## config.mk

```make
export PLATFORM = sky130hd
export DESIGN_NAME = i2c_master_bit_sequencer_core
export DESIGN_NICKNAME = d
export VERILOG_FILES = /design/src/rtl/core/i2cbs_pkg.sv /design/src/rtl/core/i2c_master_bit_sequencer_core.sv /design/src/rtl/core/i2cbs_timer.sv
export SDC_FILE = /design/constraint.sdc
export NUM_CORES = 1
export LEC_CHECK = 0
export BUFFER_PORTS_ARGS = -buffer_cell sky130_fd_sc_hd__buf_2
export CAP_MARGIN = 0
export CORE_UTILIZATION = 52
export CTS_CLUSTER_DIAMETER = 80
export DETAILED_ROUTE_END_ITERATION = 8
export MAX_ROUTING_LAYER = met4
export PLACE_DENSITY_LB_ADDON = 0.05
export SLEW_MARGIN = 20
export SYNTH_ARGS = -nofsm -noshare
export SYNTH_HDL_FRONTEND = slang
export SYNTH_SLANG_ARGS = --single-unit
```

## constraint.sdc

```tcl
create_clock -name aclk -period 3.3 [get_ports aclk]
set_input_delay 0.33 -clock aclk [delete_from_list [all_inputs] [get_ports aclk]]
set_output_delay 0.33 -clock aclk [all_outputs]
set_load 0.05 [all_outputs]
```

## src/rtl/core/i2cbs_pkg.sv

```systemverilog
// Shared types and constants for the I2C master bit sequencer.
// Used by i2cbs_timer and i2c_master_bit_sequencer_core; no dependencies.
`default_nettype none

package i2cbs_pkg;

    localparam int DATA_BITS = 8;
    localparam int BITCNT_W  = $clog2(DATA_BITS + 1);
    localparam int DELAY_W   = 16;

    localparam logic [DELAY_W-1:0] BIT_DELAY_RESET = DELAY_W'(10);

    typedef enum logic [2:0] {
        KIND_IDLE  = 3'd0,
        KIND_START = 3'd1,
        KIND_STOP  = 3'd2,
        KIND_WRITE = 3'd3,
        KIND_ACK   = 3'd4
    } kind_t;

    typedef struct packed {
        logic [2:0]           kind;
        logic [DATA_BITS-1:0] data_byte;
        logic                 line_level;
    } cmd_t;

    typedef struct packed {
        logic sda_level;
        logic scl_level;
        logic nack_seen;
        logic last_phase;
    } phase_t;

endpackage

`default_nettype wire

```

## src/rtl/core/i2c_master_bit_sequencer_core.sv

```systemverilog
// I2C master bit sequencer, top level: command decode, bit shifter, phase FSM.
// Depends on i2cbs_pkg and i2cbs_timer.
//
// Usage:
//  - s_* channel takes one bus command per beat (idle release, start, stop,
//    write byte, acknowledge sample). Unknown kinds are taken and dropped.
//  - m_* channel gives one beat per pin phase (SDA/SCL drive, 1 = released),
//    with last_phase set on the final phase of the command.
//  - cfg_wr_en/cfg_wr_data set bit_delay, the tick count each phase is held.
//    Write it only while the block is idle.
//  - Phase flow: after the command beat, ST_LOAD builds the first phase and
//    ST_EMIT offers it. Each phase waits there for the receiver, is held in
//    ST_HOLD until the timer has counted bit_delay down, and then ST_LOAD
//    builds the next one; a new command is taken only after the last hold.
//    A write byte is 25 phases. Receiver stalls and the hold timer set the rate.
//  - The data byte leaves MSB first through a shift register, one bit per
//    three phases.
//  - A stalled receiver simply freezes the sequencer; the phase beat is held
//    in its output register and the line state only moves when it is taken.
//  - Reset: both lines released, bit_delay = 10, sequencer idle.
`default_nettype none

module i2c_master_bit_sequencer_core (
    input  wire logic                          aclk,
    input  wire logic                          aresetn,
    input  wire logic                          cfg_wr_en,
    input  wire logic [i2cbs_pkg::DELAY_W-1:0] cfg_wr_data,
    input  wire logic                          s_valid,
    output logic                               s_ready,
    input  wire i2cbs_pkg::cmd_t               s_data,
    output logic                               m_valid,
    input  wire logic                          m_ready,
    output i2cbs_pkg::phase_t                  m_data
);
    import i2cbs_pkg::*;

    typedef enum logic [3:0] {
        ST_IDLE = 4'b0001,
        ST_LOAD = 4'b0010,
        ST_EMIT = 4'b0100,
        ST_HOLD = 4'b1000
    } state_t;

    state_t state_reg, state_next;

    // Configuration
    logic [DELAY_W-1:0] bit_delay_reg;

    // Bus line state (what the last taken phase drove)
    logic sda_reg, sda_next;
    logic scl_reg, scl_next;

    // Command context
    logic [2:0]           kind_reg, kind_next;
    logic [DATA_BITS-1:0] shift_reg, shift_next;
    logic                 line_reg, line_next;
    logic [1:0]           phase_reg, phase_next;   // phase within command or bit
    logic [BITCNT_W-1:0]  bits_reg, bits_next;     // data bits still to send

    // Outgoing beat
    phase_t beat_reg, beat_next;
    phase_t beat_calc;

    logic s_fire, m_fire;
    logic kind_ok;
    logic timer_load, timer_done;

    assign s_fire  = s_valid && s_ready;
    assign m_fire  = m_valid && m_ready;
    assign s_ready = (state_reg == ST_IDLE);
    assign m_valid = (state_reg == ST_EMIT);
    assign m_data  = beat_reg;

    assign kind_ok = (s_data.kind == KIND_IDLE)  || (s_data.kind == KIND_START) ||
                     (s_data.kind == KIND_STOP)  || (s_data.kind == KIND_WRITE) ||
                     (s_data.kind == KIND_ACK);

    // Next pin phase from the command context and current line state
    always_comb begin
        beat_calc = '{sda_level: 1'b1, scl_level: 1'b1, nack_seen: 1'b0,
                      last_phase: 1'b1};
        case (kind_reg)
            KIND_IDLE: begin
                beat_calc.last_phase = 1'b1;
            end
            KIND_START: begin
                beat_calc.sda_level  = 1'b0;
                beat_calc.scl_level  = (phase_reg == 2'd0) ? scl_reg : 1'b0;
                beat_calc.last_phase = (phase_reg != 2'd0);
            end
            KIND_STOP: begin
                beat_calc.sda_level  = (phase_reg == 2'd2);
                beat_calc.scl_level  = (phase_reg == 2'd0) ? scl_reg : 1'b1;
                beat_calc.last_phase = (phase_reg == 2'd2);
            end
            KIND_WRITE: begin
                if (bits_reg != '0) begin
                    beat_calc.sda_level  = shift_reg[DATA_BITS-1];
                    beat_calc.last_phase = 1'b0;
                    case (phase_reg)
                        2'd0:    beat_calc.scl_level = scl_reg;
                        2'd1:    beat_calc.scl_level = 1'b1;
                        default: beat_calc.scl_level = 1'b0;
                    endcase
                end else begin
                    // release SDA for the ack slot
                    beat_calc.sda_level  = 1'b1;
                    beat_calc.scl_level  = 1'b0;
                    beat_calc.last_phase = 1'b1;
                end
            end
            KIND_ACK: begin
                beat_calc.nack_seen = line_reg;
                if (phase_reg == 2'd0) begin
                    beat_calc.sda_level  = sda_reg;
                    beat_calc.scl_level  = 1'b1;
                    beat_calc.last_phase = 1'b0;
                end else begin
                    beat_calc.sda_level  = 1'b1;
                    beat_calc.scl_level  = 1'b0;
                    beat_calc.last_phase = 1'b1;
                end
            end
            default: begin
                beat_calc.last_phase = 1'b1;
            end
        endcase
    end

    always_comb begin
        state_next = state_reg;
        sda_next   = sda_reg;
        scl_next   = scl_reg;
        kind_next  = kind_reg;
        shift_next = shift_reg;
        line_next  = line_reg;
        phase_next = phase_reg;
        bits_next  = bits_reg;
        beat_next  = beat_reg;
        timer_load = 1'b0;

        case (state_reg)
            ST_IDLE: begin
                if (s_fire) begin
                    kind_next  = s_data.kind;
                    shift_next = s_data.data_byte;
                    line_next  = s_data.line_level;
                    phase_next = 2'd0;
                    bits_next  = BITCNT_W'(DATA_BITS);
                    if (kind_ok) begin
                        state_next = ST_LOAD;
                    end
                end
            end
            ST_LOAD: begin
                beat_next  = beat_calc;
                state_next = ST_EMIT;
            end
            ST_EMIT: begin
                if (m_fire) begin
                    sda_next   = beat_reg.sda_level;
                    scl_next   = beat_reg.scl_level;
                    timer_load = 1'b1;
                    state_next = ST_HOLD;
                    if (kind_reg == KIND_WRITE && bits_reg != '0) begin
                        if (phase_reg == 2'd2) begin
                            phase_next = 2'd0;
                            bits_next  = bits_reg - BITCNT_W'(1);
                            shift_next = {shift_reg[DATA_BITS-2:0], 1'b0};
                        end else begin
                            phase_next = phase_reg + 2'd1;
                        end
                    end else begin
                        phase_next = phase_reg + 2'd1;
                    end
                end
            end
            ST_HOLD: begin
                if (timer_done) begin
                    state_next = beat_reg.last_phase ? ST_IDLE : ST_LOAD;
                end
            end
            default: begin
                state_next = ST_IDLE;
            end
        endcase
    end

    always_ff @(posedge aclk) begin
        if (!aresetn) begin
            state_reg     <= ST_IDLE;
            bit_delay_reg <= BIT_DELAY_RESET;
            sda_reg       <= 1'b1;
            scl_reg       <= 1'b1;
        end else begin
            state_reg <= state_next;
            sda_reg   <= sda_next;
            scl_reg   <= scl_next;
            if (cfg_wr_en) begin
                bit_delay_reg <= cfg_wr_data;
            end
        end
    end

    always_ff @(posedge aclk) begin
        kind_reg  <= kind_next;
        shift_reg <= shift_next;
        line_reg  <= line_next;
        phase_reg <= phase_next;
        bits_reg  <= bits_next;
        beat_reg  <= beat_next;
    end

    i2cbs_timer u_timer (
        .aclk    (aclk),
        .aresetn (aresetn),
        .load    (timer_load),
        .delay   (bit_delay_reg),
        .done    (timer_done)
    );

endmodule

`default_nettype wire

```

## src/rtl/core/i2cbs_timer.sv

```systemverilog
// Phase hold timer: counts down bit_delay ticks after each pin phase.
// Depends on i2cbs_pkg for the delay width.
`default_nettype none

module i2cbs_timer (
    input  wire logic                          aclk,
    input  wire logic                          aresetn,
    input  wire logic                          load,
    input  wire logic [i2cbs_pkg::DELAY_W-1:0] delay,
    output logic                               done
);
    import i2cbs_pkg::*;

    logic [DELAY_W-1:0] count_reg;
    logic [DELAY_W-1:0] count_next;

    always_comb begin
        count_next = count_reg;
        if (load) begin
            count_next = delay;
        end else if (count_reg != '0) begin
            count_next = count_reg - DELAY_W'(1);
        end
    end

    always_ff @(posedge aclk) begin
        if (!aresetn) begin
            count_reg <= '0;
        end else begin
            count_reg <= count_next;
        end
    end

    assign done = (count_reg == '0);

endmodule

`default_nettype wire

```

==> impl_results.md <==
* Worst Clk Skew at 6.89 ps
* Net count, final at 366
* Net switching power of the design at 0.000773 W
* # fillers at 453
* Grt ovf at 0
* Routed Antenna Nets at 0
* WP data required at 3340 ps
* Yosys top cell by area: dfxtp_1
* Clock power frac at 0.249
* Fin area at 3260 um2
* H-tree depth at 3
* Period minus WS final at 2500 ps
* Synth warnings at 0
* Drt first-iter violations at 89
* Clock Sinks at 60
* Startpoint types: flip-flop
* Status: finished clean
* # Max-Cap Violations at 0
* Register area share after synthesis at 0.501
* Internal at 0.00158 W
* Post-synthesis cell count at 294
* Largest net degree at the start of global routing at 33
* Post-cts hold buffer count at 0
* Fin Setup TNS at 0 ps
* Critical Path, Cell by Cell: or4b_1 -> buf_4 -> inv_1 -> nand2_1 -> buf_4 -> nand2b_1 -> a21boi_0 -> buf_4
* Synth unique cells at 51
* DP Area at 3080 um2
* R2r setup slk at 800 ps
* First-pass GRT wire length at 8.93 mm
* Slowest CP cell: or4b_1
* Io pins at 39
* Die area at 5760 um2
* Average wire per standard cell at 13.3 um
* Endpoints failing hold at 0
* Hold WC Path Type: in2reg
* Final setup viols at 0
* Setup Buffers After CTS at 0
* Port bufs at 38
* Ys flop type: dfxtp_1
* Initial antenna violation count at 0
* Commonest non-fill, non-tap cell in the layout: nand2_1
* Switch share at 0.329
* Number of global-route vias before repair at 1,844
* Seq pwr share at 0.438
* RSZ-0062 raised after global routing: false
* Diode count at 0
* Net count after synthesis at 329
* Post-DP HPWL at 3.79 mm
* Post-cts resize count at 0
* F_max at 400 MHz
* CP peak stage delay at 460 ps
* CTS tree: yes
* PwrDens at 722 nW/um2
* CTS Buf Count at 9
* GRT Total Usage at 0.224
* CP Max Fanout at 15
* CP most frequent cell: buf_4
* Area grow syn2layout at 14.7%
* Via Count at 2,100
* Final Wtd Congestion at 0.814
* Slew Viols, Final at 0
* Vias per cell at 5.17
* FFs w/ async S/R, synth at 0
* Synthesized flop and latch total at 60
* Most frequent cells in the layout: nand2_1 (45), dfxtp_1 (38), buf_2 (38)
* Comb pwr share at 0.313
* Clock latency on the worst-skew pair at 340 ps
* Final Non-Filler Cells at 406
* Max IR drop VDD at 0.000426 V
* Tightest Pin Transition at 583 ps
* Layout cells sized above 1 at 0.208
* Clk slew on worst S/H paths at 60 ps
* Worst setup path class: reg2reg
* Max-slew headroom at 0.610
* Post-synth top area share at 0.268
* Die height at 75.9 um
* Arr. time, crit path at 2540 ps
* Avg Inst Size Synth at 9.66 um2
* Clk root buf: clkbuf_8
* LEAKAGE at 1.34 nW
* Chip Width at 75.9 um
* Starting density of the core at 0.549
* Synth area leaders: dfxtp_1 (27%), edfxtp_1 (23%), nand2_1 (5.9%), mux2i_1 (5.6%), nor2b_1 (3.3%)
* Wirelength, routed at 5.40 mm
* EDFF count, synth at 22
* TritonRoute pass-1 iters at 4
* Row count at 26
* Post-route DRC at 0
* Placed Instances at 390
* Largest buffer count on any clock path at 2
* Final period util at 0.757
* Setup crit end kind: flip-flop
* Mapped Area at 2840 um2
* Core area at 5170 um2
* Total Power at 0.00235 W
==> stage by stage <==
step                utilization  setup WS [ps]  hold slack (ps)
CTS                       0.630            761              148
floorplan                     -           26.2              424
detailed placement        0.596            807              445
finish                    0.630            801              169
global route              0.630            578              145
global placement          0.596            889              440
==> critical path: cells and delay by family, from the launching register on <==
family	cells	cell delay, ps
compound gates	1	190
flops	1	440
buf+inv	4	900
simple gates	3	680
==> power by group through the flow <==
stage | clock network (W) | registers [W] | logic (W)
final | 0.000584 | 0.00103 | 0.000736
after global routing | 0.000636 | 0.00105 | 0.000832
after CTS | 0.000604 | 0.00103 | 0.000748
after detailed placement | 0 | 0.00104 | 0.000743
after global placement | 0 | 0.00104 | 0.000736
after floorplan | 0 | 0.00101 | 0.000619
==> cell usage after synthesis, types with 4 or more instances <==
| library cell | instances |
|---|---|
| dfxtp_1 | 38 |
| xnor2_1 | 10 |
| nand2_1 | 45 |
| clkbuf_1 | 10 |
| nand3_1 | 9 |
| buf_2 | 5 |
| o21ai_0 | 16 |
| a21boi_0 | 4 |
| mux2i_1 | 16 |
| edfxtp_1 | 22 |
| xor2_1 | 4 |
| nor2b_1 | 15 |
| inv_1 | 7 |
| a21oi_1 | 13 |
| nor2_1 | 24 |
==> layout make-up <==
cell class / instances / area (um2) / area share
clock buffers: 14 / 164 / 0.0503
flip-flops and latches: 60 / 1420 / 0.436
repair buffers: 42 / 220 / 0.0676
well taps: 70 / 87.6 / 0.0269
multi-input cells: 211 / 1330 / 0.408
clock inverters: 2 / 10.0 / 0.00307
inverters: 7 / 26.3 / 0.00807
==> layer usage <==
| metal | GRT usage | share of wire | vias up |
|---|---|---|---|
| li1 | - | - | 1098 |
| met2 | 0.305 | 0.42 | 47 |
| met5 | - | 0 | - |
| met3 | 0.0873 | 0.049 | 9 |
| met1 | 0.302 | 0.51 | 946 |
| met4 | 0.0741 | 0.016 | 0 |
==> logic make-up (layout without fill, tap and decap cells) <==
group	count (synthesis)	count (layout)	synth area share
and+or+nand+nor	129	129	0.247
DFF	60	60	0.501
AOI/OAI and AO/OA	49	49	0.104
buffers and inverters	23	65	0.0339
muxes	17	17	0.0617
xor gates and xnor gates	14	14	0.0432
adders and majority gates	2	2	0.00881
==> final timing paths <==
path,from,endpoint,cells after the start
worst min-delay path,s_data[0],line_reg,1
worst min register to register,bit_delay_reg[5],u_timer.count_reg[5],2
worst max register to register,state_reg[2],shift_reg[7],8
worst max-delay path,state_reg[2],shift_reg[7],8
Note: power is estimated with default switching activity, not from simulation.
